File: src/hdl/rwsd_pkg.sv
// ----------------------------------------------------------------------------
// rwsd_pkg
// Shared codes, result and handshake types of the RIFF/WAVE stream decoder.
// ----------------------------------------------------------------------------
package rwsd_pkg;

	localparam logic [1:0] PH_HEADER = 2'd0;
	localparam logic [1:0] PH_CHUNK  = 2'd1;
	localparam logic [1:0] PH_BODY   = 2'd2;
	localparam logic [1:0] PH_END    = 2'd3;

	localparam logic [1:0] KIND_FRAME = 2'd0;
	localparam logic [1:0] KIND_DONE  = 2'd1;
	localparam logic [1:0] KIND_ERROR = 2'd2;

	localparam logic [2:0] ERR_NONE        = 3'd0;
	localparam logic [2:0] ERR_MALFORMED   = 3'd1;
	localparam logic [2:0] ERR_UNSUPPORTED = 3'd2;
	localparam logic [2:0] ERR_EMPTY       = 3'd3;
	localparam logic [2:0] ERR_TOO_LONG    = 3'd4;
	localparam logic [2:0] ERR_NON_FINITE  = 3'd5;

	localparam logic [31:0] ID_RIFF = 32'h4646_4952;
	localparam logic [31:0] ID_WAVE = 32'h4556_4157;
	localparam logic [31:0] ID_FMT  = 32'h2074_6d66;
	localparam logic [31:0] ID_DATA = 32'h6174_6164;

	localparam logic [15:0] TAG_PCM        = 16'd1;
	localparam logic [15:0] TAG_FLOAT      = 16'd3;
	localparam logic [15:0] TAG_EXTENSIBLE = 16'hfffe;
	localparam logic [31:0] MAX_RATE       = 32'd384000;
	localparam logic [31:0] FMT_MIN_SIZE   = 32'd16;
	localparam logic [31:0] EXT_MIN_SIZE   = 32'd40;
	localparam logic [31:0] EXT_CB_FIELD   = 32'd18;
	localparam logic [15:0] EXT_MIN_CB     = 16'd22;
	localparam logic [15:0] MAX_DUR_RESET  = 16'd480;

	// Follow-up step requested by the datapath for the current byte.
	localparam logic [2:0] NX_LAST = 3'd0;
	localparam logic [2:0] NX_BND  = 3'd1;
	localparam logic [2:0] NX_HEAD = 3'd2;
	localparam logic [2:0] NX_FMTV = 3'd3;
	localparam logic [2:0] NX_DMUL = 3'd4;
	localparam logic [2:0] NX_DCMP = 3'd5;

	typedef struct packed {
		logic [1:0]  kind;
		logic [31:0] left_sample;
		logic [31:0] right_sample;
		logic        is_float;
		logic [2:0]  error_code;
		logic [31:0] frame_total;
		logic [18:0] sample_rate;
		logic        last_of_run;
	} result_t;

	typedef struct packed {
		logic latch;
		logic step;
		logic head;
		logic dmul;
		logic dcmp;
		logic fmtv;
		logic bnd;
		logic last;
		logic flush;
	} cmd_t;

	typedef struct packed {
		logic       can_gen;
		logic       pend_valid;
		logic       out_free;
		logic [2:0] nx;
	} sts_t;

	// Last twelve bytes of the extensible sub-format GUID.
	function automatic logic [7:0] guid_tail_byte(input logic [3:0] i);
		logic [7:0] r;
		case (i)
			4'd2:    r = 8'h10;
			4'd4:    r = 8'h80;
			4'd7:    r = 8'haa;
			4'd9:    r = 8'h38;
			4'd10:   r = 8'h9b;
			4'd11:   r = 8'h71;
			default: r = 8'h00;
		endcase
		return r;
	endfunction

endpackage

File: src/hdl/rwsd_ctrl.sv
// ----------------------------------------------------------------------------
// rwsd_ctrl
// Per-byte sequencer: accepts a byte, then steps the datapath through the
// checks that the byte triggers, and finally flushes the held result.
// ----------------------------------------------------------------------------
module rwsd_ctrl (
	input  logic            clk,
	input  logic            arst_n,
	input  logic            in_valid,
	output logic            in_ready,
	input  rwsd_pkg::sts_t  sts,
	output rwsd_pkg::cmd_t  cmd
);

	localparam logic [3:0] S_IDLE  = 4'd0;
	localparam logic [3:0] S_STEP  = 4'd1;
	localparam logic [3:0] S_HEAD  = 4'd2;
	localparam logic [3:0] S_DMUL  = 4'd3;
	localparam logic [3:0] S_DCMP  = 4'd4;
	localparam logic [3:0] S_FMTV  = 4'd5;
	localparam logic [3:0] S_BND   = 4'd6;
	localparam logic [3:0] S_LAST  = 4'd7;
	localparam logic [3:0] S_FLUSH = 4'd8;

	logic [3:0] state_q;
	logic [3:0] state_d;

	function automatic logic [3:0] follow(input logic [2:0] nx);
		logic [3:0] s;
		case (nx)
			rwsd_pkg::NX_BND:  s = S_BND;
			rwsd_pkg::NX_HEAD: s = S_HEAD;
			rwsd_pkg::NX_FMTV: s = S_FMTV;
			rwsd_pkg::NX_DMUL: s = S_DMUL;
			rwsd_pkg::NX_DCMP: s = S_DCMP;
			default:           s = S_LAST;
		endcase
		return s;
	endfunction

	always_comb begin
		cmd      = '0;
		in_ready = 1'b0;
		state_d  = state_q;
		case (state_q)
			S_IDLE: begin
				in_ready = 1'b1;
				if (in_valid) begin
					cmd.latch = 1'b1;
					state_d   = S_STEP;
				end
			end
			S_STEP: if (sts.can_gen) begin
				cmd.step = 1'b1;
				state_d  = follow(sts.nx);
			end
			S_HEAD: if (sts.can_gen) begin
				cmd.head = 1'b1;
				state_d  = follow(sts.nx);
			end
			S_DMUL: if (sts.can_gen) begin
				cmd.dmul = 1'b1;
				state_d  = follow(sts.nx);
			end
			S_DCMP: if (sts.can_gen) begin
				cmd.dcmp = 1'b1;
				state_d  = follow(sts.nx);
			end
			S_FMTV: if (sts.can_gen) begin
				cmd.fmtv = 1'b1;
				state_d  = follow(sts.nx);
			end
			S_BND: if (sts.can_gen) begin
				cmd.bnd = 1'b1;
				state_d = follow(sts.nx);
			end
			S_LAST: if (sts.can_gen) begin
				cmd.last = 1'b1;
				state_d  = S_FLUSH;
			end
			S_FLUSH: begin
				cmd.flush = 1'b1;
				if (!sts.pend_valid || sts.out_free) begin
					state_d = S_IDLE;
				end
			end
			default: state_d = S_IDLE;
		endcase
	end

	always_ff @(posedge clk or negedge arst_n) begin
		if (!arst_n) begin
			state_q <= S_IDLE;
		end else begin
			state_q <= state_d;
		end
	end

endmodule

File: config.mk
export PLATFORM = sky130hd
export DESIGN_NAME = rwsd_ctrl
export DESIGN_NICKNAME = d
export VERILOG_FILES = /design/src/hdl/rwsd_pkg.sv /design/src/hdl/rwsd_ctrl.sv
export SDC_FILE = /design/constraint.sdc
export NUM_CORES = 1
export LEC_CHECK = 0
export BUFFER_PORTS_ARGS = -buffer_cell sky130_fd_sc_hd__buf_2
export CAP_MARGIN = 5
export CORE_AREA = 3 3 40 42
export CTS_CLUSTER_SIZE = 25
export DETAILED_ROUTE_END_ITERATION = 8
export DIE_AREA = 0 0 43 45
export REMOVE_ABC_BUFFERS = 1
export SETUP_SLACK_MARGIN = 0.5
export SLEW_MARGIN = 5
export SYNTH_ARGS = -nofsm -noshare
export SYNTH_HDL_FRONTEND = slang
export SYNTH_SLANG_ARGS = --single-unit
File: constraint.sdc
create_clock -name clk -period 4.5 [get_ports clk]
set_input_delay 0.675 -clock clk [delete_from_list [all_inputs] [get_ports clk]]
set_output_delay 0.675 -clock clk [all_outputs]
set_load 0.02 [all_outputs]
### Yosys cells after proc, flatten, opt, wreduce, memory -nomap -nowiden

Index checks and enable logic that the tools add are counted.

* register bits after elaboration: 4
* bits of input ports: 9
* output and inout port bits: 10
* word-level logic and storage cells: 41

* eq/ne operators: 17
* mux-type cells: 18
* reductions and logical operators: 5

Operators with widths (count)
* 4-bit by 3-bit equality test with 1-bit output (second input constant): 4
* 4-bit two-way mux: 4
* 4-bit case mux with 4 select lines: 1
* 3-bit case mux with 5 select lines: 1
* 1-bit two-way mux: 12
* 4-bit by 2-bit equality test with 1-bit output (second input constant): 2
* 3-bit by 2-bit equality test with 1-bit output (second input constant): 2
* 3-bit equality test (second input constant): 2
* 2-bit != test (second input constant): 3
* 6-bit OR reduction: 1
* 4-bit by 1-bit equality test with 1-bit output (second input constant): 1
* 4-bit equality test (second input constant): 1
* 4-bit logical NOT: 1
* 4-bit AND reduction: 1
* 3-bit by 1-bit equality test with 1-bit output (second input constant): 1
* 2-bit by 1-bit != test with 1-bit output (second input constant): 1
* 1-bit logical NOT: 1
* 1-bit logical OR: 1

### Depth between registers and ports, before layout

Gate-level depths: netlist of run 1.

* depth in word-level cells: 4
* depth in mapped cells: 4

### Worst setup path before layout of run 1

No wires, ideal clock.

* kind: reg-to-output
* start: register state_q[0]
* end: output cmd[8] (netlist bit)
* arrival time: 1.434 ns
* path slack: 2.391 ns
* cell stages (with the launch flop): 4
* path buffers: 0
* cells stage by stage: dfrtp_1 -> or3_4 -> nor2_1 -> and2_1

RTL lines
* start: declaration: RTL line rwsd_ctrl.sv:25 `logic [3:0] state_q;`
* start signal: assignment: RTL line rwsd_ctrl.sv:95 `state_q <= state_d;`
* end: declaration: RTL line rwsd_ctrl.sv:12 `output rwsd_pkg::cmd_t cmd`

==> results of run 1 <==
[cell usage after synthesis]
cell type,instances,share of area
nor2_1,8,0.095
dfrtp_1,4,0.32
a21oi_1,3,0.047
mux2_2,3,0.11
and2_1,2,0.040
nand2_1,2,0.024
nand3b_1,2,0.047
nor3_1,2,0.032
a21oi_2,1,0.028
and4b_1,1,0.032
inv_1,1,0.012
nand2b_1,1,0.020
nand3_1,1,0.016
nor3b_1,1,0.024
o32ai_1,1,0.028
or2_2,1,0.020
or2b_1,1,0.024
or3_4,1,0.036
or3b_2,1,0.028
xor2_1,1,0.028
[routing by layer]
metal	global-route usage	up-vias	wire length, µm
li1	-	177	-
met1	0.112	147	320
met2	0.159	11	370
met3	0.0478	0	62
met4	0.0361	0	0
met5	0	-	0
[cells by family after synthesis]
| family | synth area share |
|---|---|
| and+or+nand+nor | 0.435 |
| DFF | 0.316 |
| muxes | 0.107 |
| AOI/OAI and AO/OA | 0.103 |
| xor gates and xnor gates | 0.0277 |
| buffers and inverters | 0.0118 |
[final cells by class]
cell class | count | area (µm²) | share of cell area
multi-input cells | 33 | 213 | 0.475
flip-flops and latches | 4 | 100 | 0.223
repair buffers | 18 | 90.1 | 0.201
clock buffers | 3 | 22.5 | 0.0503
well taps | 15 | 18.8 | 0.0419
inverters | 1 | 3.75 | 0.00838
[report_power, final]
group / internal, mW / switching [mW] / total [mW]
Clock: 0.0298 / 0.0143 / 0.0441
Combinational: 0.0689 / 0.0749 / 0.144
Sequential: 0.0530 / 0.0285 / 0.0815
[critical path: cells and delay by family]
| kind | cells | cell delay, ns |
|---|---|---|
| simple gates | 2 | 0.57 |
| buf+inv | 2 | 0.26 |
[stage by stage]
stage / util / cell area, µm² / power (mW) / setup WS, ns
2_1_floorplan: - / 317 / 0.187 / 2.39
3_3_place_gp: 0.331 / 425 / 0.228 / 2.32
3_5_place_dp: 0.331 / 425 / 0.228 / 2.31
4_1_cts: 0.349 / 448 / 0.274 / 2.31
5_1_grt: 0.349 / 448 / 0.302 / 2.19
6_report: 0.349 / 448 / 0.269 / 2.32
[worst max path at each step]
| stage | slack, ns | from | endpoint | depth (start not counted) |
|---|---|---|---|---|
| after floorplan | 2.39 | state_q[0] | cmd[8] | 3 |
| after global placement | 2.32 | sts[5] | cmd[5] | 4 |
| after detailed placement | 2.31 | sts[5] | cmd[6] | 4 |
| after CTS | 2.31 | sts[5] | cmd[6] | 4 |
| after global routing | 2.19 | state_q[0] | cmd[8] | 4 |
| final | 2.32 | sts[5] | cmd[6] | 4 |
==> metrics.md, run 1 <==
| Metric | Value |
|---|---|
| Run status | finished clean |
| Critical path class | in -> out |
| DR pass1 iterations | 2 |
| DR iter-0 viols | 2 |
| Die height | 45 µm |
| Post_cts resized | 0 |
| Leak | between 0.2 and 0.25 nW |
| Post-CTS setup buffers | 0 |
| Routed WL per cell | roughly 10 µm |
| Endpoints failing hold | 0 |
| Filler cell count | 144 |
| Fin Setup TNS | 0 ns |
| Starting Density | 0.246 |
| Number of instances in the placed design | 71 |
| Worst reg2reg path startpoint | state_q[0] |
| Clk_lat worst skew | 0.23 ns |
| I/O pin count | 19 |
| Die W | roughly 43 µm |
| Cell with the most instances on the worst path | buf_2 |
| Crit-path max FO | 3 |
| Crit path time final | between 2 and 2.5 ns |
| H-tree levels | 1 |
| Sequential share of the synthesized area | 0.316 |
| Endpoint type of the worst setup path | primary output |
| Net total in the final layout | 70 |
| Max FFs per register | 4 |
| Core area | 1280 µm² |
| Final wirelength | between 700 and 800 µm |
| Row count | 13 |
| Vias per inst | around 4.5 |
| Peak supply drop | approximately 0.00027 V |
| Number of port buffers | 18 |
| Mapped cell area | between 300 and 400 µm² |
| Antenna diodes | 0 |
| Worst Max-Slew Pin Slew | between 0.2 and 0.3 ns |
| WP data arrival | 1.51 ns |
| HPWL after detailed placement | just over 600 µm |
| Largest net degree at the start of global routing | 9 |
| Initial antenna violation count | 0 |
| GRT overflow | 0 |
| CTS tree | done |
| Number of unique standard cell types used by synthesis | 20 |
| Via count | 335 |
| Critical Path Max Stage Delay | 0.47 ns |
| CP required | between 3 and 4 ns |
| # hold bufs at CTS | 0 |
| Critical Path Start Type | input pin |
| Critical path, cell by cell | buf_2, or3b_2, nor2_1, buf_2 |
| Hold WC Path Type | in -> async |
| Share of layout cells above drive strength 1 | 0.475 |
| Most common cell after layout, fill and taps aside | buf_2 |
| CTS Buf Count | 3 |
| Max-Slew Margin vs Limit | 0.828 |
| Slew Viols, Final | 0 |
| Peak Freq | ~460 MHz |
| Synth warnings | 0 |
| Clock Sinks | 4 |
| First-pass GRT wire length | between 1 and 1.5 mm |
| Residual DRC | 0 |
| Commonest cells after routing, fill and taps aside | 18 x buf_2, 8 x nor2_1, 4 x dfrtp_1 |
| Biggest regs | state_q x4 |
| Post-route insts no fill | 74 |
| R2R depth | 4 |
| GRT Util Overall | 0.0978 |
| Power Dens Cells | around 600 nW/µm² |
| Yosys reg bits | 4 |
| # Max-Cap Violations | 0 |
| Clock Pin Slew Worst Setup and Hold Paths | 0.04 ns |
| Period utilization | 0.485 |
| Placer Congestion | approximately 0.7 |
| Area Growth Syn to Fin | 41.5% |
| CTS Root Cell | clkbuf_4 |
| Capturing point of the worst reg2reg path | state_q[2] |
| Clk buf depth | 2 |
| Antenna-violating nets left | 0 |
| Reg-to-reg slack, setup | between 2 and 3 ns |
| Final Setup Violations | 0 |
| Clk_skew | 0.00604 ns |
| Slowest cell on crit path | or3b_2 |
| RSZ-0062 raised after global routing | false |
| Final hold slack | around 0.24 ns |
| Die area | between 1500 and 2000 µm² |
| Synthesized area per cell | 8.33 µm² |
| Vias in the first global route | 332 |
| Syn Inst Count | 38 |
| Most flop-heavy register | state_q |
No activity file was read; power rests on OpenSTA's default activity.
==> run 2, diff against run 1 <==
clock period = 2.3 ns   (was 4.5 ns; I/O delays follow)
==> metrics.md, run 2 (synthesized netlist as in run 1, its figures left out) <==
| Metric | Value |
|---|---|
| Clock share of power | 0.144 (-0.020) |
| Hold WC Path Type | in -> async |
| CTS tree | done |
| Starting Density | 0.246 (unchanged) |
| Vias in the first global route | 339 (+2.1%) |
| Fin Setup TNS | 0 ns (unchanged) |
| H-tree levels | 1 (unchanged) |
| Die W | 43 µm (unchanged) |
| Sequential share of power | 0.244 (-0.058) |
| Biggest regs | state_q x4 |
| Net total in the final layout | 73 (+4.3%) |
| Crit-path max FO | 4 (+1) |
| Initial antenna violation count | 0 (unchanged) |
| Worst reg2reg path startpoint | state_q[0] |
| Core area | 1280 µm² (unchanged) |
| Slew Viols, Final | 0 (unchanged) |
| Pint | 339 µW (+120%) |
| CTS Buf Count | 3 (unchanged) |
| Max-Slew Margin vs Limit | 0.852 (+0.0236) |
| Peak Freq | between 500 and 600 MHz |
| # Max-Cap Violations | 0 (unchanged) |
| Clk buf depth | 2 (unchanged) |
| Residual DRC | 0 (unchanged) |
| Endpoint type of the worst setup path | primary output |
| DR pass1 iterations | 1 (-1) |
| Power Dens Cells | 1180 nW/µm² (+96%) |
| Largest net degree at the start of global routing | 9 (unchanged) |
| Placer Congestion | 0.666 (-6.9%) |
| Clk_lat worst skew | 0.23 ns (about the same) |
| CTS Root Cell | clkbuf_4 |
| Filler cell count | 144 (unchanged) |
| Run status | finished clean |
| Endpoints failing hold | 0 (unchanged) |
| CP required | 1.96 ns (-1.87 ns) |
| Final hold slack | 0.443 ns (+0.204 ns) |
| WP data arrival | 1.40 ns (-0.11 ns) |
| HPWL after detailed placement | 627 µm (+1.0%) |
| Vias per inst | 4.64 (+2.4%) |
| Antenna-violating nets left | 0 (unchanged) |
| Clk_skew | 0.000449 ns (-0.00559 ns) |
| DR iter-0 viols | 0 (-2) |
| Delay-heaviest family, CP | simple AND/OR/NAND/NOR gates |
| Number of port buffers | 18 (unchanged) |
| GRT Util Overall | 0.0937 (-0.00410) |
| Crit path from | state_q[0] |
| Final Setup Violations | 0 (unchanged) |
| CP bufs+invs | 1 (-1) |
| Share of layout cells above drive strength 1 | 0.581 (+0.106) |
| Clock Pin Slew Worst Setup and Hold Paths | 0.04 ns (about the same) |
| Clock Sinks | 4 (unchanged) |
| Most common cell after layout, fill and taps aside | buf_2 |
| Critical Path Start Type | register |
| Die height | 45 µm (unchanged) |
| Row count | 13 (unchanged) |
| Crit path time final | about 1.7 ns |
| Most flop-heavy register | state_q |
| Switching power of the nets | 244 µW (+110%) |
| Max FFs per register | 4 (unchanged) |
| First-pass GRT wire length | 1.34 mm (-4.4%) |
| GRT overflow | 0 (unchanged) |
| Comb power frac | 0.612 (+0.078) |
| Die area | 1940 µm² (unchanged) |
| Critical path class | reg -> out |
| Slowest cell on crit path | or3_4 |
| Antenna diodes | 0 (unchanged) |
| Critical path, cell by cell | or3_4, nor2_2, and2_1, buf_4 |
| Final WS setup | 0.552 ns (-1.76 ns) |
| Period utilization | 0.760 |
| Via count | 357 (+6.6%) |
| Routed WL per cell | 10.3 µm (+1.7%) |
| Peak supply drop | 0.000449 V (+69%) |
| Critical Path Max Stage Delay | 0.41 ns (-0.06 ns) |
| Worst Max-Slew Pin Slew | 0.222 ns (-0.0341 ns) |
| Switch share | 0.419 (-0.0184) |
| Area Growth Syn to Fin | 56.5% |
| Leak | 0.247 nW (+4.6%) |
| I/O pin count | 19 (unchanged) |
| Commonest cells after routing, fill and taps aside | 15 x buf_2, 7 x nor2_1, 5 x buf_4 |
| Final wirelength | 796 µm (+5.9%) |
| RSZ-0062 raised after global routing | false |
| Dpl ws | 0.684 ns (-1.63 ns) |
run 2: power groups by stage:
stage	clock network [mW]	logic (mW)	registers (mW)
after CTS	0.0893	0.344	0.136
after detailed placement	0	0.288	0.160
after global routing	0.0901	0.399	0.150
final	0.0838	0.357	0.142
after global placement	0	0.288	0.155
after floorplan	0	0.222	0.144
run 2: worst paths after layout:
kind	to	slack, ns	cells past startpoint
max in group asynchronous	state_q[3]	1.73	2
worst max-delay path	cmd[8]	0.55	4
worst min-delay path	state_q[0]	0.44	2
worst max register to register	state_q[0]	0.72	5
worst min register to register	state_q[2]	0.60	1
min in group clk	state_q[1]	0.54	3
run 2: worst register-to-register path, delay by kind of cell, from the launching register on:
kind / cells / cell delay, ns
muxes: 1 / 0.36
and+or+nand+nor: 1 / 0.22
DFF: 1 / 0.39
buffers and inverters: 1 / 0.16
AOI/OAI and AO/OA: 2 / 0.33
run 2: layout make-up:
| class | count | area (µm²) | share of cell area |
|---|---|---|---|
| clock buffer | 3 | 22.5 | 0.0455 |
| inverter | 1 | 3.75 | 0.00758 |
| multi-input combinational | 33 | 223 | 0.449 |
| sequential | 4 | 105 | 0.212 |
| tap | 15 | 18.8 | 0.0379 |
| timing repair buffer | 21 | 123 | 0.247 |
run 2: routing by layer:
layer  routed length, µm  vias up  GRT usage
li1                    -      181          -
met1                 318      168      0.108
met2                 432        8      0.159
met3                  45        0     0.0120
met4                   0        0     0.0723
met5                   0        -          0
run 2: per-stage QoR:
step / area [µm²] / power, mW / instances / util
2_1_floorplan: 317 / 0.366 / 38 / -
3_3_place_gp: 425 / 0.443 / 71 / 0.331
3_5_place_dp: 425 / 0.448 / 71 / 0.331
4_1_cts: 478 / 0.570 / 77 / 0.372
5_1_grt: 495 / 0.640 / 77 / 0.386
6_report: 495 / 0.583 / 77 / 0.386
run 2: what timing repair did:
action                                  4_1_cts  5_1_grt
gates resized for setup                       3        7
hold buffers                                  1        0
buffers inserted                              2        0
endpoints found under the setup margin        1        5
endpoints found under the hold margin         4        0
pin swaps                                     0        0
==> run 3, diff against run 2 <==
clock period = 1.7 ns   (was 2.3 ns; I/O delays follow)
==> metrics.md, run 3 (synthesized netlist as in run 1, its figures left out) <==
| Metric | Value |
|---|---|
| Sequential share of power | 0.171 (-0.073) |
| Power Dens Cells | 1730 nW/µm² (+47%) |
| CTS tree | done |
| Comb power frac | 0.732 (+0.120) |
| Clock Sinks | 4 (unchanged) |
| Clk_skew | 0.000721 ns (+0.000272 ns) |
| Die W | 43 µm (unchanged) |
| WP data arrival | 1.38 ns (-0.02 ns) |
| Residual DRC | 0 (unchanged) |
| Row count | 13 (unchanged) |
| Via count | 403 (+13%) |
| Reg-to-reg slack, setup | 0.11 ns (-0.61 ns) |
| Largest net degree at the start of global routing | 8 (-1) |
| Peak Freq | ~600 MHz |
| Placer Congestion | 0.665 (-0.11%) |
| Area Growth Syn to Fin | 112% |
| Endpoint type of the worst setup path | primary output |
| Met2 Use GR | 0.222 (+0.0629) |
| Switch share | 0.407 (-0.0113) |
| Switching power of the nets | 473 µW (+94%) |
| Slew Viols, Final | 0 (unchanged) |
| RSZ-0062 raised after global routing | true |
| Critical Path Start Type | register |
| Hold WC Path Type | in -> async |
| Critical path class | reg -> out |
| Vias in the first global route | 398 (+17%) |
| Met3 Usage GRT | 0.0319 (+0.0199) |
| Clk buf depth | 2 (unchanged) |
| Antenna-violating nets left | 0 (unchanged) |
| DR pass1 iterations | 4 (+3) |
| Clk_lat worst skew | 0.23 ns (about the same) |
| Endpoints failing hold | 0 (unchanged) |
| Initial antenna violation count | 0 (unchanged) |
| Starting Density | 0.246 (unchanged) |
| Pint | 688 µW (+100%) |
| Vias per inst | 4.74 (+2.3%) |
| Net total in the final layout | 81 (+11%) |
| Critical path, cell by cell | or3_4, nor2_4, and2_1, buf_6 |
| Antenna diodes | 0 (unchanged) |
| GRT Util Overall | 0.124 (+0.0300) |
| Routing usage on met1 | 0.129 (+0.0217) |
| Clock Pin Slew Worst Setup and Hold Paths | 0.04 ns (about the same) |
| Grt peak-use layer | met2 |
| Leak | 0.320 nW (+29%) |
| Delay-heaviest family, CP | simple AND/OR/NAND/NOR gates |
| Die area | 1940 µm² (unchanged) |
| Period utilization | 0.962 |
| Number of instances in the placed design | 71 (unchanged) |
| CTS Buf Count | 3 (unchanged) |
| Max FFs per register | 4 (unchanged) |
| Filler cell count | 118 (-18%) |
| Biggest regs | state_q x4 |
| Crit-path max FO | 2 (-2) |
| Die height | 45 µm (unchanged) |
| H-tree levels | 1 (unchanged) |
| Final Setup Violations | 0 (unchanged) |
| Clock share of power | 0.097 (-0.047) |
| Core area | 1280 µm² (unchanged) |
| CTS Root Cell | clkbuf_4 |
| GRT overflow | 0 (unchanged) |
| HPWL after detailed placement | 691 µm (+10%) |
| Worst Max-Slew Pin Slew | 0.254 ns (+0.0319 ns) |
| Post-route insts no fill | 85 (+10%) |
| Slowest cell on crit path | or3_4 |
| Share of layout cells above drive strength 1 | 0.743 (+0.162) |
| CP bufs+invs | 1 (unchanged) |
| Crit path time final | between 1.5 and 2 ns |
| DR iter-0 viols | 4 (+4) |
| # Max-Cap Violations | 0 (unchanged) |
| Routed WL per cell | 13.1 µm (+26%) |
| I/O pin count | 19 (unchanged) |
| Fin Setup TNS | 0 ns (unchanged) |
| Tot Pwr | 1.16 mW (+99%) |
| First-pass GRT wire length | 1.75 mm (+30%) |
| Final hold slack | 0.358 ns (-0.0847 ns) |
| Critical Path Max Stage Delay | 0.41 ns (about the same) |
| Peak supply drop | 0.000567 V (+26%) |
| Final wirelength | 1.11 mm (+39%) |
| Most common cell after layout, fill and taps aside | buf_4 |
| Most flop-heavy register | state_q |
| Run status | finished clean |
| Number of port buffers | 18 (unchanged) |
| Max-Slew Margin vs Limit | 0.831 (-0.0212) |
| CP required | 1.44 ns (-0.52 ns) |
| Commonest cells after routing, fill and taps aside | 12 x buf_4, 8 x buf_2, 8 x buf_6 |
run 3: worst paths after layout:
path	startpoint	endpoint	depth (start not counted)
max	state_q[1]	cmd[8]	4
min	arst_n	state_q[1]	2
max reg2reg	state_q[1]	state_q[0]	5
min reg2reg	state_q[0]	state_q[0]	2
max in group asynchronous	arst_n	state_q[2]	2
min in group clk	sts[0]	state_q[1]	3
run 3: power by group through the flow:
| stage | sequential, mW | clock (mW) | combinational, mW |
|---|---|---|---|
| finish | 0.199 | 0.113 | 0.850 |
| detailed placement | 0.214 | 0 | 0.395 |
| global placement | 0.209 | 0 | 0.394 |
| global route | 0.202 | 0.132 | 0.913 |
| CTS | 0.192 | 0.120 | 0.649 |
| floorplan | 0.195 | 0 | 0.300 |
run 3: timing repair:
action,in CTS,in global routing
endpoints found under the hold margin,4,0
buffers inserted,6,4
hold buffers,1,0
pin swaps,9,6
setup endpoints to repair,14,14
gates resized for setup,26,15
cloned,0,0
run 3: cell type report:
| cell class | instances | area [µm²] | area share |
|---|---|---|---|
| Tap cell | 15 | 18.8 | 0.0279 |
| Inverter | 1 | 3.75 | 0.00559 |
| Clock buffer | 3 | 22.5 | 0.0335 |
| Sequential cell | 4 | 105 | 0.156 |
| Timing Repair Buffer | 29 | 230 | 0.343 |
| Multi-Input combinational cell | 33 | 292 | 0.434 |
run 3: routing by layer:
| layer | up-vias | routed length [µm] |
|---|---|---|
| met4 | 0 | 0 |
| met5 | - | 0 |
| met2 | 12 | 644 |
| met3 | 0 | 59 |
| li1 | 200 | - |
| met1 | 191 | 405 |
run 3: metrics by stage:
step	utilization	cell area, µm²	setup WS, ns
CTS	0.455	584	0.0694
finish	0.523	672	0.0653
global placement	0.331	425	0.200
detailed placement	0.331	425	0.171
floorplan	-	317	0.0105
global route	0.523	672	0.0189
